**config.mk**
```make
export PLATFORM = sky130hd
export DESIGN_NAME = nal_to_annexb_escaper_unit
export DESIGN_NICKNAME = d
export VERILOG_FILES = /design/src/rtl/core/nae_pkg.sv /design/src/rtl/core/nal_to_annexb_escaper_unit.sv /design/src/rtl/core/nae_front.sv /design/src/rtl/core/nae_queue.sv /design/src/rtl/core/nae_back.sv
export SDC_FILE = /design/constraint.sdc
export NUM_CORES = 1
export LEC_CHECK = 0
export BUFFER_PORTS_ARGS = -buffer_cell sky130_fd_sc_hd__buf_2
export CAP_MARGIN = 25
export CORE_UTILIZATION = 60
export DETAILED_ROUTE_END_ITERATION = 6
export PLACE_DENSITY_LB_ADDON = 0.15
export RECOVER_POWER = 50
export SKIP_LAST_GASP = 1
export SYNTH_ARGS = -nofsm -noshare
export SYNTH_HDL_FRONTEND = slang
export SYNTH_SLANG_ARGS = --single-unit
```
**constraint.sdc**
```tcl
create_clock -name clk -period 10.8 [get_ports clk]
set_clock_uncertainty 0.2 [all_clocks]
set_input_delay 1.62 -clock clk [delete_from_list [all_inputs] [get_ports clk]]
set_output_delay 1.62 -clock clk [all_outputs]
set_load 0.01 [all_outputs]
```
**src/rtl/core/nae_pkg.sv**
```systemverilog
// Shared types and constants for the NAL to Annex B escaper.
package nae_pkg;

  localparam int unsigned BYTE_W = 8;
  localparam int unsigned MAX_OUT = 8;
  localparam int unsigned LA_DEPTH = 4;
  localparam int unsigned IDX_W = $clog2(MAX_OUT);

  localparam logic [4:0] NAL_TYPE_SPS = 5'd7;
  localparam logic [4:0] NAL_TYPE_PPS = 5'd8;

  localparam logic [BYTE_W-1:0] BYTE_ZERO = 8'h00;
  localparam logic [BYTE_W-1:0] BYTE_ONE = 8'h01;
  localparam logic [BYTE_W-1:0] EMU_PREVENT = 8'h03;
  localparam logic [BYTE_W-1:0] ESC_LIMIT = 8'h03;

  // One queued request: the output bytes that one input byte produced.
  typedef struct packed {
    logic [MAX_OUT-1:0][BYTE_W-1:0] bytes;
    logic [IDX_W-1:0]               last_idx;
    logic                           unit_end;
  } rec_t;

endpackage

```
**src/rtl/core/nal_to_annexb_escaper_unit.sv**
```systemverilog
// Top level of the NAL unit to Annex B byte stream escaper.
//
//  channel  | dir | handshake            | payload
//  ---------+-----+----------------------+-------------------------------------------
//  s_axis   | in  | tvalid/tready        | tdata: in_byte; tuser: unit_first, frame_first;
//           |     |                      | tlast: unit_last
//  m_axis   | out | tvalid/tready        | tdata: out_byte, out_run_last; tlast: out_unit_end
//
//  One input byte is taken per cycle while the request queue has room; it
//  yields 0 to 8 output bytes, bundled into one queue request.
//  The serializer drains one output byte per cycle while m_axis_tready is high;
//  the first byte of a request goes through a queue slot and then the output register.
//  Sustained input rate is limited by output bytes.
//  Input stalls only when QUEUE_DEPTH requests are waiting; the output
//  register holds its byte while m_axis_tready is low.
//  Reset clears unit state, the queue and the output register.
module nal_to_annexb_escaper_unit #(
  parameter int unsigned QUEUE_DEPTH = 4
) (
  input  logic        clk,
  input  logic        rst,
  input  logic        s_axis_tvalid,
  output logic        s_axis_tready,
  input  logic [7:0]  s_axis_tdata,  // [7:0] in_byte
  input  logic [1:0]  s_axis_tuser,  // [0] unit_first, [1] frame_first
  input  logic        s_axis_tlast,  // unit_last
  output logic        m_axis_tvalid,
  input  logic        m_axis_tready,
  output logic [15:0] m_axis_tdata,  // [7:0] out_byte, [8] out_run_last, [15:9] zero
  output logic        m_axis_tlast   // out_unit_end
);

  logic          take;
  logic          push;
  logic          pop;
  logic          q_full;
  logic          head_valid;
  nae_pkg::rec_t wr_rec;
  nae_pkg::rec_t head;
  logic [7:0]    out_byte;
  logic          out_run_last;

  // Accept a request whenever the queue can take one more.
  assign s_axis_tready = !q_full;
  assign take = s_axis_tvalid && s_axis_tready;

  nae_front u_front (
    .clk         (clk),
    .rst         (rst),
    .take        (take),
    .in_byte     (s_axis_tdata),
    .unit_first  (s_axis_tuser[0]),
    .unit_last   (s_axis_tlast),
    .frame_first (s_axis_tuser[1]),
    .push        (push),
    .rec         (wr_rec)
  );

  nae_queue #(
    .DEPTH (QUEUE_DEPTH)
  ) u_queue (
    .clk        (clk),
    .rst        (rst),
    .push       (push),
    .wr_rec     (wr_rec),
    .pop        (pop),
    .full       (q_full),
    .head_valid (head_valid),
    .head       (head)
  );

  nae_back u_back (
    .clk          (clk),
    .rst          (rst),
    .head_valid   (head_valid),
    .head         (head),
    .pop          (pop),
    .out_ready    (m_axis_tready),
    .out_valid    (m_axis_tvalid),
    .out_byte     (out_byte),
    .out_unit_end (m_axis_tlast),
    .out_run_last (out_run_last)
  );

  assign m_axis_tdata = {7'd0, out_run_last, out_byte};

  // A unit always ends on the last byte of a request.
  a_unit_end_closes_run: assert property (@(posedge clk) disable iff (rst)
    m_axis_tvalid && m_axis_tlast |-> out_run_last)
    else $error("unit end without run end");

  // Never write into a full queue.
  a_no_overflow: assert property (@(posedge clk) disable iff (rst)
    push |-> !q_full)
    else $error("queue overflow");

  // Never retire a request that is not there.
  a_no_underflow: assert property (@(posedge clk) disable iff (rst)
    pop |-> head_valid)
    else $error("queue underflow");

  // The output register starts empty after reset.
  a_reset_empty: assert property (@(posedge clk)
    $past(rst) |-> !m_axis_tvalid)
    else $error("output valid right after reset");

endmodule

```
**src/rtl/core/nae_front.sv**
```systemverilog
// Front end: start code detection, header insertion and escape scanning.
module nae_front (
  input  logic                       clk,
  input  logic                       rst,
  input  logic                       take,
  input  logic [nae_pkg::BYTE_W-1:0] in_byte,
  input  logic                       unit_first,
  input  logic                       unit_last,
  input  logic                       frame_first,
  output logic                       push,
  output nae_pkg::rec_t              rec
);

  logic [nae_pkg::LA_DEPTH-1:0][nae_pkg::BYTE_W-1:0] la, la_next;
  logic [2:0] pending, pending_next;
  logic [2:0] seen, seen_next;
  logic       pass, pass_next;
  logic       hdr_done, hdr_done_next;
  logic       extra_zero, extra_zero_next;
  logic [nae_pkg::MAX_OUT-1:0][nae_pkg::BYTE_W-1:0] ob;
  logic [3:0] n;

  always_comb begin
    la_next = la;
    pending_next = pending;
    seen_next = seen;
    pass_next = pass;
    hdr_done_next = hdr_done;
    extra_zero_next = extra_zero;
    ob = '0;
    n = 4'd0;

    // Open a new unit on a marked first byte or when none is open.
    if (unit_first || seen == 3'd0) begin
      pending_next = 3'd0;
      seen_next = 3'd0;
      pass_next = 1'b0;
      hdr_done_next = 1'b0;
      extra_zero_next = frame_first || in_byte[4:0] == nae_pkg::NAL_TYPE_SPS ||
                        in_byte[4:0] == nae_pkg::NAL_TYPE_PPS;
    end

    if (pass_next) begin
      ob[n[2:0]] = in_byte; n = n + 4'd1;
    end else if (!hdr_done_next) begin
      la_next[seen_next[1:0]] = in_byte;
      seen_next = seen_next + 3'd1;
      pending_next = seen_next;
      if (seen_next == 3'd4 && la_next[0] == nae_pkg::BYTE_ZERO &&
          la_next[1] == nae_pkg::BYTE_ZERO && la_next[2] == nae_pkg::BYTE_ZERO &&
          la_next[3] == nae_pkg::BYTE_ONE) begin
        pass_next = 1'b1;
        ob[0] = la_next[0];
        ob[1] = la_next[1];
        ob[2] = la_next[2];
        ob[3] = la_next[3];
        n = 4'd4;
        pending_next = 3'd0;
      end else if (seen_next == 3'd4 || unit_last) begin
        if (extra_zero_next) begin
          ob[n[2:0]] = nae_pkg::BYTE_ZERO; n = n + 4'd1;
        end
        ob[n[2:0]] = nae_pkg::BYTE_ZERO; n = n + 4'd1;
        ob[n[2:0]] = nae_pkg::BYTE_ZERO; n = n + 4'd1;
        ob[n[2:0]] = nae_pkg::BYTE_ONE;  n = n + 4'd1;
        ob[n[2:0]] = la_next[0];         n = n + 4'd1;
        la_next[0] = la_next[1];
        la_next[1] = la_next[2];
        la_next[2] = la_next[3];
        pending_next = seen_next - 3'd1;
        hdr_done_next = 1'b1;
        extra_zero_next = 1'b0;
      end
    end else begin
      la_next[pending_next[1:0]] = in_byte;
      pending_next = pending_next + 3'd1;
      if (pending_next == 3'd4) begin
        if (la_next[0] == nae_pkg::BYTE_ZERO && la_next[1] == nae_pkg::BYTE_ZERO &&
            la_next[2] < nae_pkg::ESC_LIMIT) begin
          ob[0] = nae_pkg::BYTE_ZERO;
          ob[1] = nae_pkg::BYTE_ZERO;
          ob[2] = nae_pkg::EMU_PREVENT;
          ob[3] = la_next[2];
          n = 4'd4;
          la_next[0] = la_next[3];
          pending_next = 3'd1;
        end else begin
          ob[0] = la_next[0];
          n = 4'd1;
          la_next[0] = la_next[1];
          la_next[1] = la_next[2];
          la_next[2] = la_next[3];
          pending_next = 3'd3;
        end
      end
    end

    // Flush the held tail once on the last byte and close the unit.
    if (unit_last) begin
      if (hdr_done_next) begin
        for (int i = 0; i < nae_pkg::LA_DEPTH; i++) begin
          if (3'(i) < pending_next) begin
            ob[n[2:0]] = la_next[2'(i)]; n = n + 4'd1;
          end
        end
      end
      pending_next = 3'd0;
      seen_next = 3'd0;
      pass_next = 1'b0;
      hdr_done_next = 1'b0;
      extra_zero_next = 1'b0;
    end
  end

  assign push = take && n != 4'd0;
  assign rec.bytes = ob;
  assign rec.last_idx = nae_pkg::IDX_W'(n - 4'd1);
  assign rec.unit_end = unit_last;

  always_ff @(posedge clk) begin
    if (rst) begin
      pending <= '0;
      seen <= '0;
      pass <= 1'b0;
      hdr_done <= 1'b0;
      extra_zero <= 1'b0;
    end else if (take) begin
      pending <= pending_next;
      seen <= seen_next;
      pass <= pass_next;
      hdr_done <= hdr_done_next;
      extra_zero <= extra_zero_next;
    end
  end

  always_ff @(posedge clk) begin
    if (take) begin
      la <= la_next;
    end
  end

endmodule

```
**src/rtl/core/nae_queue.sv**
```systemverilog
// Small request queue between front end and serializer.
module nae_queue #(
  parameter int unsigned DEPTH = 4
) (
  input  logic          clk,
  input  logic          rst,
  input  logic          push,
  input  nae_pkg::rec_t wr_rec,
  input  logic          pop,
  output logic          full,
  output logic          head_valid,
  output nae_pkg::rec_t head
);

  localparam int unsigned PW = (DEPTH > 1) ? $clog2(DEPTH) : 1;
  localparam int unsigned CW = $clog2(DEPTH + 1);

  nae_pkg::rec_t slots [DEPTH];
  logic [PW-1:0] wr_ptr, rd_ptr;
  logic [CW-1:0] count;

  assign full = count == CW'(DEPTH);
  assign head_valid = count != '0;
  assign head = slots[rd_ptr];

  always_ff @(posedge clk) begin
    if (push) begin
      slots[wr_ptr] <= wr_rec;
    end
  end

  always_ff @(posedge clk) begin
    if (rst) begin
      wr_ptr <= '0;
      rd_ptr <= '0;
      count <= '0;
    end else begin
      if (push) begin
        wr_ptr <= (wr_ptr == PW'(DEPTH - 1)) ? '0 : wr_ptr + PW'(1);
      end
      if (pop) begin
        rd_ptr <= (rd_ptr == PW'(DEPTH - 1)) ? '0 : rd_ptr + PW'(1);
      end
      case ({push, pop})
        2'b10:   count <= count + CW'(1);
        2'b01:   count <= count - CW'(1);
        default: count <= count;
      endcase
    end
  end

endmodule

```
**src/rtl/core/nae_back.sv**
```systemverilog
// Back end: serialize queued requests into a registered byte stream.
module nae_back (
  input  logic                       clk,
  input  logic                       rst,
  input  logic                       head_valid,
  input  nae_pkg::rec_t              head,
  output logic                       pop,
  input  logic                       out_ready,
  output logic                       out_valid,
  output logic [nae_pkg::BYTE_W-1:0] out_byte,
  output logic                       out_unit_end,
  output logic                       out_run_last
);

  logic [nae_pkg::IDX_W-1:0] pos;
  logic load;
  logic at_end;

  assign load = !out_valid || out_ready;
  assign at_end = pos == head.last_idx;
  assign pop = load && head_valid && at_end;

  always_ff @(posedge clk) begin
    if (rst) begin
      out_valid <= 1'b0;
      pos <= '0;
    end else if (load) begin
      out_valid <= head_valid;
      if (head_valid) begin
        pos <= at_end ? '0 : pos + nae_pkg::IDX_W'(1);
      end
    end
  end

  always_ff @(posedge clk) begin
    if (load && head_valid) begin
      out_byte <= head.bytes[pos];
      out_run_last <= at_end;
      out_unit_end <= at_end && head.unit_end;
    end
  end

endmodule

```
After elaboration in Yosys (flattened, before gate mapping):

Memories as Yosys holds them, arrays and structs flattened. A register that Yosys moved wholly into a read port is not among the register bits.
Index checks and enable logic that the tools add are counted.

* logic and storage cells: 241
* output and inout bits: 19
* register bits: 62
* input port bits: 15
* RAM bits: 272
* memories: 1

Memories
* u_queue.slots: words 4, bits a word 68, read ports 1, clocked after memory_dff 1, write ports 1, line nae_queue.sv:18 `nae_pkg::rec_t slots [DEPTH];`

* reduce and logical (&&, ||, !) cells: 39
* order comparisons: 26
* bitwise operators: 8
* $add $sub $neg: 17
* eq/ne operators: 11
* multiplexer cells: 122

Operators by type and width (number)
* $mux 64: 13
* $bwmux 64: 5
* $demux 8 s3: 8
* $mux 32: 6
* $mux 8: 18
* $not 64->64: 2
* $mux 24: 4
* $mux 4: 21
* $and 64x64->64: 1
* $and 8x64->64: 1
* $bwmux 32: 2
* $and 56x56->56: 1
* $mux 56: 1
* $not 56->56: 1
* $logic_not 8->1: 5
* $mux 3: 13
* $lt 3x4->1 const B: 9
* $add 4x1->4 const B: 8
* $demux 8 s2: 2
* $mux 16: 2
* $bmux 8 s3: 1
* $ge 3x1->1 const B: 8
* $logic_and 1x1->1: 21
* $mux 1: 20
* other kinds (26): 50

Longest topological paths before layout:

Gate-level depths: netlist (run 1).

* depth after elaboration: 45
* mapped depth: 38
* mapped depth without buffers: 34

Cells and area by module:

Synthesis (run 1) repeated with hierarchy kept, for this count alone.

* cells, all modules: 1272
* area total of the unflattened synthesis: 17534.3 µm²

By module, submodules not included
* nae_queue: instances 1, area each 10276.1 µm², sequential area each 8348.0 µm², cells an instance 400
* nae_front: instances 1, area each 6117.1 µm², sequential area each 1141.1 µm², cells an instance 795
* nae_back: instances 1, area each 1067.3 µm², sequential area each 380.4 µm², cells an instance 66
* nal_to_annexb_escaper_unit: instances 1, area each 73.8 µm², sequential area each 0.0 µm², cells an instance 11

Worst setup path after synthesis (run 1):

No wires, ideal clock.

* kind: input to register
* start point: in s_axis_tuser[0]
* end point: mem u_queue.slots[0][0] (netlist bit) (enable)
* stages: 32
* setup slack: 1.274 ns
* arrival: 8.893 ns
* setup time: 0.433 ns
* path buffers: 4
* required time: 10.167 ns
* cell sequence: buf_2 > clkinv_1 > and3_1 > inv_1 > ha_1 > clkbuf_1 > mux2i_1 > o2111ai_1 > nor4_4 > nand4b_1 > buf_2 > o211a_2 > nor2_2 > and2_1 > inv_1 > ha_1 > clkbuf_1 > nor2_1 > nand2_1 > nand3_1 > nand2_1 > ha_1 > nor2_1 > a311o_1 > ha_1 > o31ai_1 > a31oi_1 > o2111ai_1 > mux2i_1 > or3_1 > o22ai_2 > and2_1

* cells in the longest elaborated chain, start to end: 35
* elaborated cells on any way between the ends: 86
* those cells by class: 11 x add/sub; 9 x order compare; 3 x eq/ne; 46 x mux; 17 x reduce/logical

RTL lines
* from (decl): line nal_to_annexb_escaper_unit.sv:25 `input logic [1:0] s_axis_tuser,`
* $logic_or 1x1->1 (*): line nae_front.sv:34 `if (unit_first || seen == 3'd0) begin`
* $mux 1 or $mux 3 (tied branches): line nae_front.sv:34
* $mux 1 (tied with other cells): line nae_front.sv:60 `if (extra_zero_next) begin`
* $mux 4 or $logic_and 1x1->1 (tied branches): line nae_front.sv:59, nae_front.sv:46
* $mux 4 or $mux 8 (tied branches): line nae_front.sv:49, nae_front.sv:46
* $mux 4 or $demux 8 s2 (tied branches)
* $mux 4 or $bwmux 32 (tied branches): line nae_front.sv:43, nae_front.sv:46
* $add 4x1->4 or $logic_not 8->1 (tied branches): line nae_front.sv:63, nae_front.sv:49
* [... 19 more ...]
* $add 4x1->4: line nae_front.sv:103 `ob[n[2:0]] = la_next[2'(i)]; n = n + 4'd1;`
* $mux 4: line nae_front.sv:102 `if (3'(i) < pending_next) begin`
* $mux 4: line nae_front.sv:100 `if (hdr_done_next) begin`
* $mux 4 (*): line nae_front.sv:99 `if (unit_last) begin`
* $reduce_bool 4->1 (*): line nae_front.sv:115 `assign push = take && n != 4'd0;`
* $logic_and 1x1->1 (*): line nae_front.sv:115
* $mux 1 (*): line nae_queue.sv:27 `if (push) begin`
* $mux 1 (implied by the code) (*): line nae_queue.sv:28 `slots[wr_ptr] <= wr_rec;`
* to (decl): line nae_queue.sv:18

Every way passes the cells marked *; elsewhere a longest branch is shown, timed or not. The select of a mux whose other input is x is not followed.

Worst setup path after layout (run 1):

* start point: in s_axis_tuser[0]
* end point: reg u_queue.count[2]

* cells in the longest elaborated chain, start to end: 35
* elaborated cells on any way between the ends: 88
* those cells by class: 11 x add/sub; 9 x order compare; 5 x eq/ne; 45 x mux; 18 x reduce/logical

RTL lines
* $logic_or 1x1->1 (*): line nae_front.sv:34
* $mux 1 or $mux 3 (tied branches): line nae_front.sv:34
* $mux 1 (tied with other cells): line nae_front.sv:60
* $mux 4 or $logic_and 1x1->1 (tied branches): line nae_front.sv:59, nae_front.sv:46
* $mux 4 or $mux 8 (tied branches): line nae_front.sv:49, nae_front.sv:46
* $mux 4 or $demux 8 s2 (tied branches)
* $mux 4 or $bwmux 32 (tied branches): line nae_front.sv:43, nae_front.sv:46
* $add 4x1->4 or $logic_not 8->1 (tied branches): line nae_front.sv:63, nae_front.sv:49
* [... 19 more ...]
* $add 4x1->4: line nae_front.sv:103
* $mux 4: line nae_front.sv:102
* $mux 4: line nae_front.sv:100
* $mux 4 (*): line nae_front.sv:99
* $reduce_bool 4->1 (*): line nae_front.sv:115
* $logic_and 1x1->1 (*): line nae_front.sv:115
* $eq 2x1->1 or $eq 2x2->1 (tied branches): line nae_queue.sv:44 `case ({push, pop})`
* $pmux 3 s2 or $reduce_bool 2->1 (tied branches)
* to (signal assigned): line nae_queue.sv:45 `2'b10: count <= count + CW'(1);`
* to (signal assigned): line nae_queue.sv:46 `2'b01: count <= count - CW'(1);`
* to (signal assigned): line nae_queue.sv:47 `default: count <= count;`
* to (decl): line nae_queue.sv:20 `logic [CW-1:0] count;`

Marks and branches as above.
A chain may end at the register's enable or synchronous reset.

==> qor.txt, run 1 <==
Buffers on Ports = 26
area delta synth->final = 8.307%
Worst VDD drop = 0.1086 mV
I/O Pins = 34
Post-DP HPWL = 30,800 microns
top post-synthesis cells by count = 314 x edfxtp_1, 115 x nor2_1, 84 x mux4_2, 81 x nand2_1, 70 x a21oi_1
first-pass detailed-route iteration total = 6
post-route cell area = 19,020 sq um
pin count of the biggest net entering global routing = 69
DR WL/cell = 27.52 microns
grt total ovfl = 0
Tightest Pin Transition = 4.008 ns
Syn Inst Count = 1,323
antenna violations before repair = 0
Nets = 1,359
PwrDens = 165.3 nW/um^2
Final ANT Viol Nets = 0
H-tree depth = 2
layout cells sized above 1 = 17.33%
DR DRC count = 0
DP Worst Slack = 0.9395 ns
first-pass GRT wire length = 71,990 microns
Core Rows = 62
predominant post-synthesis flop cell = edfxtp_1
RSZ-0062 raised after global routing = false
fmax = 103.5 MHz
Final Core Density = 66.09%
Pint = 2.324 mW
cts hold-fix bufs = 0
Critical Path Start Type = input port
Detailed Route Iter0 Violations = 1,852
Setup Buffers After CTS = 0
slowest stage delay, CP = 0.76 ns
die area = 29,960 sq um
clock tree buffer depth = 3
vias in the first global route = 11,650
post_cts resized = 0
Tcrit/Tclk final = 89.49%
Sw Pwr = 820.4 uW
Rel. slew slack = -167.2%
number of diodes = 0
proportion of netlist area held by the largest area contributor = 53.69%
failing checks = max-capacitance violations, max-slew violations
final worst setup slack = 1.135 ns
Post-synth EDFFs = 314
top-count cell post-synth = edfxtp_1
Die X = 173.1 microns
setup violators final = 0
Max FO, Critical Path = 22
Post-DP Area = 18,030 sq um
Worst EP arrival = 9.91 ns
Max Slew Vio Count = 100
GRT Total Usage = 31.92%
worst hold path class = reg -> reg
top cells by area, synth = edfxtp_1 54%, mux4_2 11%, dfxtp_1 2.5%
Fillers = 2,031
Root Driver = clkbuf_16
yosys warns = 0
Worst Path Class, Setup = in -> reg
Final Wtd Congestion = 0.9601
Flop pwr share = 49.1%
CTS tree = done
Yosys cell types = 103
Worst path slowest cell = ha_1
total number of vias = 12,320
Tmin final = 9.665 ns
Required @ worst endpoint = 11.05 ns
Async S/R FF share, synth = 0%
Sw Ratio = 26.09%
Setup TNS = 0 ns
Yosys reg bits = 336
Max Cap Viol = 5
clock slew at reported path FFs = 0.06 ns
outcome = finished with violations
Syn Area/Cell = 13.27 sq um
Pleak = 6.148 nW
Clk pwr share = 37.4%
sequential area share after synthesis = 56.20%
crit end category = flop
total CTS buffers = 35
drt via density = 7.105
routed wire length = 47,720 microns
power share of the combinational group = 13.5%
worst-skew pair later-pin latency = 0.55 ns
Core Region = 28,780 sq um
final hold violation count = 0
Initial Utilization = 61.02%
Die H = 173.1 microns
CTS Sinks = 336
synthesized cell area = 17,560 sq um
largest area contributor in the netlist = edfxtp_1
## power by group through the flow
| stage | clock network (mW) | logic [mW] | registers [mW] |
|---|---|---|---|
| finish | 1.17 | 0.426 | 1.54 |
| global route | 1.23 | 0.453 | 1.55 |
| CTS | 1.18 | 0.426 | 1.54 |
| detailed placement | 0 | 0.423 | 1.57 |
| global placement | 0 | 0.417 | 1.56 |
| floorplan | 0 | 0.299 | 1.56 |
## registers in the layout (all words and copies together) (netlist names), named ones only
signal	cells
u_back.out_byte	8
u_back.out_valid	1
u_front.pass	1
u_front.pending	3
u_queue.slots	272
u_back.pos	3
u_front.extra_zero	1
u_front.seen	3
u_front.hdr_done	1
u_queue.count	3
u_queue.rd_ptr	2
u_front.la	32
u_back.out_unit_end	1
u_back.out_run_last	1
u_queue.wr_ptr	2
## cell families (layout without fill, tap and decap cells)
| kind of cell | count (synthesis) | after routing | synth area share [%] |
|---|---|---|---|
| other | 1 | 7 | 0.02135 |
| AND/OR/NAND/NOR | 360 | 360 | 10.36 |
| buffers and inverters | 129 | 150 | 3.071 |
| flip-flops | 336 | 336 | 56.20 |
| AO/OA/AOI/OAI | 310 | 310 | 13.10 |
| XOR/XNOR | 11 | 11 | 0.5914 |
| adder cells (fa/ha/maj) | 19 | 19 | 1.396 |
| multiplexers | 157 | 157 | 15.26 |
## layout by cell type (no fill, tap or decap), drive strengths merged, types with 18 or more instances in the layout
master and count:
nand2 81, o21ai 48, nor4 18, a21oi 73, nor2 118, o22ai 20
mux4 84, mux2i 42, nand3 30, clkbuf 61, a22oi 20, buf 29
ha 18, inv 40, nor3 25, edfxtp 314, dfxtp 22, mux2 31
## final timing paths
kind | start | endpoint | slack [ns] | cells after the start
max | s_axis_tuser[0] | u_queue.count[2] | 1.13 | 32
min | u_back.out_valid | u_back.out_valid | 0.27 | 2
max reg2reg | u_front.seen[2] | u_queue.count[2] | 1.73 | 31
min reg2reg | u_back.out_valid | u_back.out_valid | 0.27 | 2
## cell type report
cell class / instances / area [sq um] / area share (%)
well taps: 384 / 480.5 / 2.526
inverters: 39 / 146.4 / 0.7696
flip-flops and latches: 336 / 9871 / 51.89
repair buffers: 49 / 300.3 / 1.579
multi-input cells: 864 / 7123 / 37.45
clock inverters: 21 / 201.4 / 1.059
clock buffers: 41 / 898.4 / 4.723
## per-layer routing
metal	track usage [%]	vias up	routed length, microns	part of all wire, %
met5	0	-	0	0
met4	10.84	0	1603	3.4
met3	5.695	136	4376	9.2
met2	50.44	769	22270	47
met1	45.11	6167	19470	41
li1	-	5248	-	-
## metrics by stage
stage / cells / hold WS (ns) / power (mW)
detailed placement: 1672 / 0.2606 / 1.991
finish: 1734 / 0.2730 / 3.145
CTS: 1734 / 0.2706 / 3.152
global route: 1734 / 0.3099 / 3.231
floorplan: 1329 / 0.2477 / 1.857
global placement: 1672 / 0.2489 / 1.982
## worst max-delay path, delay by kind of cell
| family | cells | cell delay (ns) |
|---|---|---|
| simple gates | 7 | 2.30 |
| fa+ha+maj | 5 | 2.16 |
| compound gates | 9 | 1.94 |
| buf+inv | 7 | 0.91 |
| mux | 2 | 0.62 |
| xor+xnor | 2 | 0.35 |
No activity file was read; power rests on OpenSTA's default activity.
==> run 2, diff against run 1 <==
Settings changed: CORE_UTILIZATION 60 to 51, CTS_BUF_LIST set to sky130_fd_sc_hd__clkbuf_16, CTS_CLUSTER_DIAMETER set to 100.
==> run 2 against run 1 <==
  * The run still ends with max-capacitance violations, max-slew violations left
  * Sequential share of layout area shrank 0.33 points
  * Global-route usage shrank 4.8 points
  * Combinational power down 2%
  * Non-clock buffer count unchanged
  * Power shrank 0.12%
  * Routed wire length down 1.0%
  * Largest power group unchanged
  * First-iteration DRC count is 37% lower
==> qor.txt, run 2 (synthesis gave the netlist of run 1 again) <==
area delta synth->final = 9.027% (was 8.307%)
total CTS buffers = 37 (was 35)
hold path cells = 2 (unchanged)
Nets = 1,361 (was 1,359)
Pint = 2.336 mW (was 2.324 mW)
worst hold path class = reg -> reg (unchanged)
PwrDens = 164.0 nW/um^2 (was 165.3 nW/um^2)
failing checks = max-capacitance violations, max-slew violations (unchanged)
r2r startpoint = u_front.seen[0] (was u_front.seen[2])
setup slack, reg-to-reg = 1.74 ns (was 1.73 ns)
post_cts resized = 0 (unchanged)
Worst EP arrival = 10.21 ns (was 9.91 ns)
GRT Total Usage = 27.14% (was 31.92%)
die area = 35,180 sq um (was 29,960 sq um)
Core Rows = 67 (was 62)
cts hold-fix bufs = 0 (unchanged)
Core Region = 33,700 sq um (was 28,780 sq um)
Final Wtd Congestion = 0.9620 (was 0.9601)
DR DRC count = 0 (unchanged)
crit end category = flop (unchanged)
Root Driver = clkbuf_16 (unchanged)
Die X = 187.6 microns (was 173.1 microns)
Tightest Pin Transition = 4.211 ns (was 4.008 ns)
drt via density = 6.544 (was 7.105)
Setup Buffers After CTS = 0 (unchanged)
Required @ worst endpoint = 11.06 ns (was 11.05 ns)
Max Cap Viol = 5 (unchanged)
area taken by multi-input logic gates = 7124 sq um (was 7123 sq um)
H-tree depth = 2 (unchanged)
number of diodes = 0 (unchanged)
CTS Sinks = 336 (unchanged)
CTS tree = done (unchanged)
Pwr Total = 3.141 mW (was 3.145 mW)
most common cell after layout, fill and taps aside = edfxtp_1 (unchanged)
Initial Utilization = 52.11% (was 61.02%)
Worst Path Class, Setup = in -> reg (unchanged)
biggest regs = u_queue.slots: 272 flops, u_front.la: 32 flops, u_back.out_byte: 8 flops (unchanged)
number of flip-flops in the largest register = 272 (unchanged)
layout cells sized above 1 = 17.31% (was 17.33%)
Post-DP HPWL = 31,650 microns (was 30,800 microns)
vias in the first global route = 11,620 (was 11,650)
slowest stage delay, CP = 1.16 ns (was 0.76 ns)
Flop pwr share = 49.2% (was 49.1%)
routed wire length = 47,240 microns (was 47,720 microns)
Clk pwr share = 37.5% (was 37.4%)
Pleak = 6.220 nW (was 6.148 nW)
Final ANT Viol Nets = 0 (unchanged)
clock tree buffer depth = 3 (unchanged)
Tcrit/Tclk final = 92.11% (was 89.49%)
Setup TNS = 0 ns (unchanged)
Worst path slowest cell = a2111oi_0 (was ha_1)
Rel. slew slack = -180.7% (was -167.2%)
Max FO, Critical Path = 17 (was 22)
clock slew at reported path FFs = 0.06 ns (about the same)
Detailed Route Iter0 Violations = 1,164 (was 1,852)
power share of the combinational group = 13.3% (was 13.5%)
setup violators final = 0 (unchanged)
grt total ovfl = 0 (unchanged)
pin count of the biggest net entering global routing = 68 (was 69)
Largest Register = u_queue.slots (unchanged)
Sw Ratio = 25.62% (was 26.09%)
first-pass detailed-route iteration total = 5 (was 6)
HP Start = u_back.out_valid (unchanged)
reg2reg path depth = 30 (was 31)
I/O Pins = 34 (unchanged)
outcome = finished with violations (unchanged)
Tmin final = 9.948 ns (was 9.665 ns)
total number of vias = 11,780 (was 12,320)
worst-skew pair later-pin latency = 0.54 ns (was 0.55 ns)
DR WL/cell = 26.24 microns (was 27.52 microns)
fmax = 100.5 MHz (was 103.5 MHz)
Reg area = 9873 sq um (was 9871 sq um)
Critical Path Start Type = input port (unchanged)
Worst R2R End = u_queue.count[2] (unchanged)
Fillers = 2,715 (was 2,031)
WHS Endpoint = u_back.out_valid (unchanged)
first-pass GRT wire length = 72,540 microns (was 71,990 microns)
Die H = 187.6 microns (was 173.1 microns)
Max Slew Vio Count = 120 (was 100)
final hold violation count = 0 (unchanged)
antenna violations before repair = 0 (unchanged)
Buffers on Ports = 26 (unchanged)
Sw Pwr = 804.7 uW (was 820.4 uW)
RSZ-0062 raised after global routing = false (unchanged)
Worst VDD drop = 0.1169 mV (was 0.1086 mV)
leading cell types in the layout, fill and taps excluded = 314 x edfxtp_1, 116 x nor2_1, 84 x mux4_2 (unchanged)
==> run 2: changes by cell type in the layout (fill, tap and decap cells not counted), moves of 2 or more <==
| cell | delta |
|---|---|
| clkbuf_16 | +3 |
| clkbuf_1 | -6 |
| inv_1 | +9 |
| clkinv_2 | -2 |
==> run 2: stage by stage <==
step	setup slack, ns	area (sq um)	hold WS, ns	util (%)	cells
floorplan	1.274	17580	0.2477	-	1329
global placement	1.158	18120	0.2501	53.77	1735
detailed placement	0.9154	18130	0.2702	53.79	1736
CTS	1.470	19250	0.2767	57.14	1800
global route	0.3548	19150	0.3209	56.82	1800
finish	0.8525	19150	0.2775	56.82	1800
==> run 2: worst max-delay path by stage <==
stage / from / end / cells after the start
floorplan: s_axis_tuser[0] / u_queue.slots[0][0] / 32
global placement: s_axis_tuser[0] / u_queue.count[2] / 33
detailed placement: s_axis_tuser[0] / u_queue.count[2] / 33
CTS: s_axis_tuser[0] / u_queue.count[2] / 33
global route: s_axis_tuser[0] / u_queue.count[2] / 31
finish: s_axis_tuser[0] / u_queue.count[2] / 31
==> run 2: cell type report <==
type / instances / share of cell area [%]
inverters: 39 / 0.7646
clock buffers: 38 / 4.966
well taps: 448 / 2.928
clock inverters: 26 / 0.9214
multi-input cells: 864 / 37.21
flip-flops and latches: 336 / 51.57
repair buffers: 49 / 1.647
==> run 2: critical path: cells and delay by family <==
family | cells | cell delay [ns]
adder cells (fa/ha/maj) | 5 | 1.69
AND/OR/NAND/NOR | 6 | 1.79
buffers and inverters | 6 | 0.80
XOR/XNOR | 2 | 0.35
multiplexers | 2 | 0.74
AO/OA/AOI/OAI | 10 | 3.20
==> run 2: per-layer routing <==
metal | routed length (microns) | vias to the layer above | global-route usage (%) | share of wire (%)
met2 | 22410 | 499 | 43.25 | 47
met5 | 0 | - | 0 | 0
li1 | - | 5262 | - | -
met3 | 3164 | 104 | 3.762 | 6.7
met1 | 20110 | 5915 | 38.24 | 43
met4 | 1555 | 0 | 9.850 | 3.3
==> run 2: power groups by stage <==
stage               logic [mW]  registers (mW)  clock network (mW)
floorplan                0.299            1.56                   0
global placement         0.420            1.57                   0
detailed placement       0.423            1.57                   0
CTS                      0.425            1.54                1.20
global route             0.448            1.55                1.25
finish                   0.419            1.54                1.18
==> run 3, diff against run 2 <==
Settings changed: CTS_BUF_LIST sky130_fd_sc_hd__clkbuf_16 to unset.
==> run 3 against run 2 <==
  * The flow still finishes with violations (max-capacitance violations, max-slew violations)
  * Global-route usage stayed put
  * Die area did not move
  * Via count up 0.37%
  * Worst setup slack improved by 0.061 ns
  * Design area is the same
  * Utilization unchanged
  * Power grew 0.20%
  * Maximum frequency increased by 0.62%
  * Critical endpoint unchanged
  * Largest power group unchanged
==> qor.txt, run 3 (synthesis gave the netlist of run 1 again) <==
fmax = 101.2 MHz (was 100.5 MHz)
Clk pwr share = 37.6% (was 37.5%)
biggest regs = u_queue.slots: 272 flops, u_front.la: 32 flops, u_back.out_byte: 8 flops (unchanged)
HP Start = u_back.out_valid (unchanged)
power share of the combinational group = 13.3% (about the same)
Setup Buffers After CTS = 0 (unchanged)
total number of vias = 11,820 (was 11,780)
layout cells sized above 1 = 17.31% (unchanged)
Tmin final = 9.886 ns (was 9.948 ns)
Max FO, Critical Path = 17 (unchanged)
slowest stage delay, CP = 1.11 ns (was 1.16 ns)
setup slack, reg-to-reg = 1.79 ns (was 1.74 ns)
first-pass GRT wire length = 72,540 microns (unchanged)
DR DRC count = 0 (unchanged)
antenna violations before repair = 0 (unchanged)
Worst path slowest cell = a2111oi_0 (unchanged)
Sw Pwr = 802.4 uW (was 804.7 uW)
Pint = 2.345 mW (was 2.336 mW)
Root Driver = clkbuf_16 (unchanged)
outcome = finished with violations (unchanged)
Die X = 187.6 microns (unchanged)
worst hold path class = reg -> reg (unchanged)
drt via density = 6.568 (was 6.544)
setup violators final = 0 (unchanged)
CTS tree = done (unchanged)
most common cell after layout, fill and taps aside = edfxtp_1 (unchanged)
post-route insts no fill = 1,800 (unchanged)
Critical Path Start Type = input port (unchanged)
Worst VDD drop = 0.1170 mV (was 0.1169 mV)
clock tree buffer depth = 3 (unchanged)
Worst Path Class, Setup = in -> reg (unchanged)
I/O Pins = 34 (unchanged)
routed wire length = 47,280 microns (was 47,240 microns)
Setup TNS = 0 ns (unchanged)
pin count of the biggest net entering global routing = 68 (unchanged)
leading cell types in the layout, fill and taps excluded = 314 x edfxtp_1, 116 x nor2_1, 84 x mux4_2 (unchanged)
Post-DP HPWL = 31,650 microns (unchanged)
Final Wtd Congestion = 0.9620 (unchanged)
final worst setup slack = 0.9138 ns (was 0.8525 ns)
crit end category = flop (unchanged)
failing checks = max-capacitance violations, max-slew violations (unchanged)
Core Rows = 67 (unchanged)
final hold violation count = 0 (unchanged)
Placed Cells = 1,736 (unchanged)
Reg area = 9873 sq um (unchanged)
Tightest Pin Transition = 4.189 ns (was 4.211 ns)
total CTS buffers = 37 (unchanged)
Buffers on Ports = 26 (unchanged)
PwrDens = 164.4 nW/um^2 (was 164.0 nW/um^2)
cts hold-fix bufs = 0 (unchanged)
vias in the first global route = 11,620 (unchanged)
die area = 35,180 sq um (unchanged)
grt total ovfl = 0 (unchanged)
DR WL/cell = 26.27 microns (was 26.24 microns)
Fillers = 2,715 (unchanged)
area delta synth->final = 9.027% (unchanged)
post_cts resized = 0 (unchanged)
Crit. Startpoint = s_axis_tuser[0] (unchanged)
Tcrit/Tclk final = 91.54% (was 92.11%)
post-route cell area = 19,150 sq um (unchanged)
Die H = 187.6 microns (unchanged)
RSZ-0062 raised after global routing = false (unchanged)
Detailed Route Iter0 Violations = 1,201 (was 1,164)
Flop pwr share = 49.1% (was 49.2%)
Max Cap Viol = 4 (was 5)
number of flip-flops in the largest register = 272 (unchanged)
Sw Ratio = 25.50% (was 25.62%)
Worst EP arrival = 10.15 ns (was 10.21 ns)
Pleak = 6.183 nW (was 6.220 nW)
CTS Sinks = 336 (unchanged)
Initial Utilization = 52.11% (unchanged)
GRT Total Usage = 27.14% (unchanged)
worst-skew pair later-pin latency = 0.54 ns (about the same)
Post-DP Area = 18,130 sq um (unchanged)
first-pass detailed-route iteration total = 5 (unchanged)
Required @ worst endpoint = 11.06 ns (about the same)
area taken by multi-input logic gates = 7124 sq um (unchanged)
DP Worst Slack = 0.9154 ns (unchanged)
Final ANT Viol Nets = 0 (unchanged)
Max Slew Vio Count = 119 (was 120)
Rel. slew slack = -179.3% (was -180.7%)
Final Core Density = 56.82% (unchanged)
H-tree depth = 2 (unchanged)
r2r startpoint = u_front.seen[0] (unchanged)
Core Region = 33,700 sq um (unchanged)
Nets = 1,361 (unchanged)
clock slew at reported path FFs = 0.06 ns (about the same)
Largest Register = u_queue.slots (unchanged)
number of diodes = 0 (unchanged)
-- run 3: cell type report --
type                    count  share of cell area (%)
multi-input cells         864                   37.21
repair buffers             49                   1.647
flip-flops and latches    336                   51.57
well taps                 448                   2.928
inverters                  39                  0.7646
clock inverters            17                  0.7450
clock buffers              47                   5.143
-- run 3: metal layers --
| layer | GRT usage [%] | wire, microns | vias to the layer above |
|---|---|---|---|
| met5 | 0 | 0 | - |
| met4 | 9.850 | 1581 | 0 |
| met1 | 38.24 | 19960 | 5945 |
| met2 | 43.25 | 22510 | 518 |
| met3 | 3.762 | 3227 | 103 |
| li1 | - | - | 5257 |
-- run 3: worst paths after layout --
| path | end | depth (start not counted) |
|---|---|---|
| max | u_queue.count[2] | 31 |
| min | u_back.out_valid | 2 |
| max reg2reg | u_queue.count[2] | 30 |
| min reg2reg | u_back.out_valid | 2 |
-- run 3: per-stage QoR --
step                power [mW]  hold slack [ns]
finish                   3.147           0.2776
global route             3.254           0.3209
CTS                      3.173           0.2767
detailed placement       1.993           0.2702
global placement         1.987           0.2501
floorplan                1.857           0.2477
-- run 3: worst max-delay path: cells and delay by family --
kind	cells	cell delay [ns]
AOI/OAI and AO/OA	10	3.16
muxes	2	0.76
xor gates and xnor gates	2	0.36
buffers and inverters	6	0.79
adders and majority gates	5	1.69
and+or+nand+nor	6	1.77
-- run 3: power groups by stage --
| stage | combinational (mW) | sequential [mW] | clock [mW] |
|---|---|---|---|
| after global routing | 0.448 | 1.55 | 1.25 |
| after CTS | 0.425 | 1.54 | 1.20 |
| final | 0.419 | 1.54 | 1.18 |
| after global placement | 0.420 | 1.57 | 0 |
| after detailed placement | 0.423 | 1.57 | 0 |
| after floorplan | 0.299 | 1.56 | 0 |
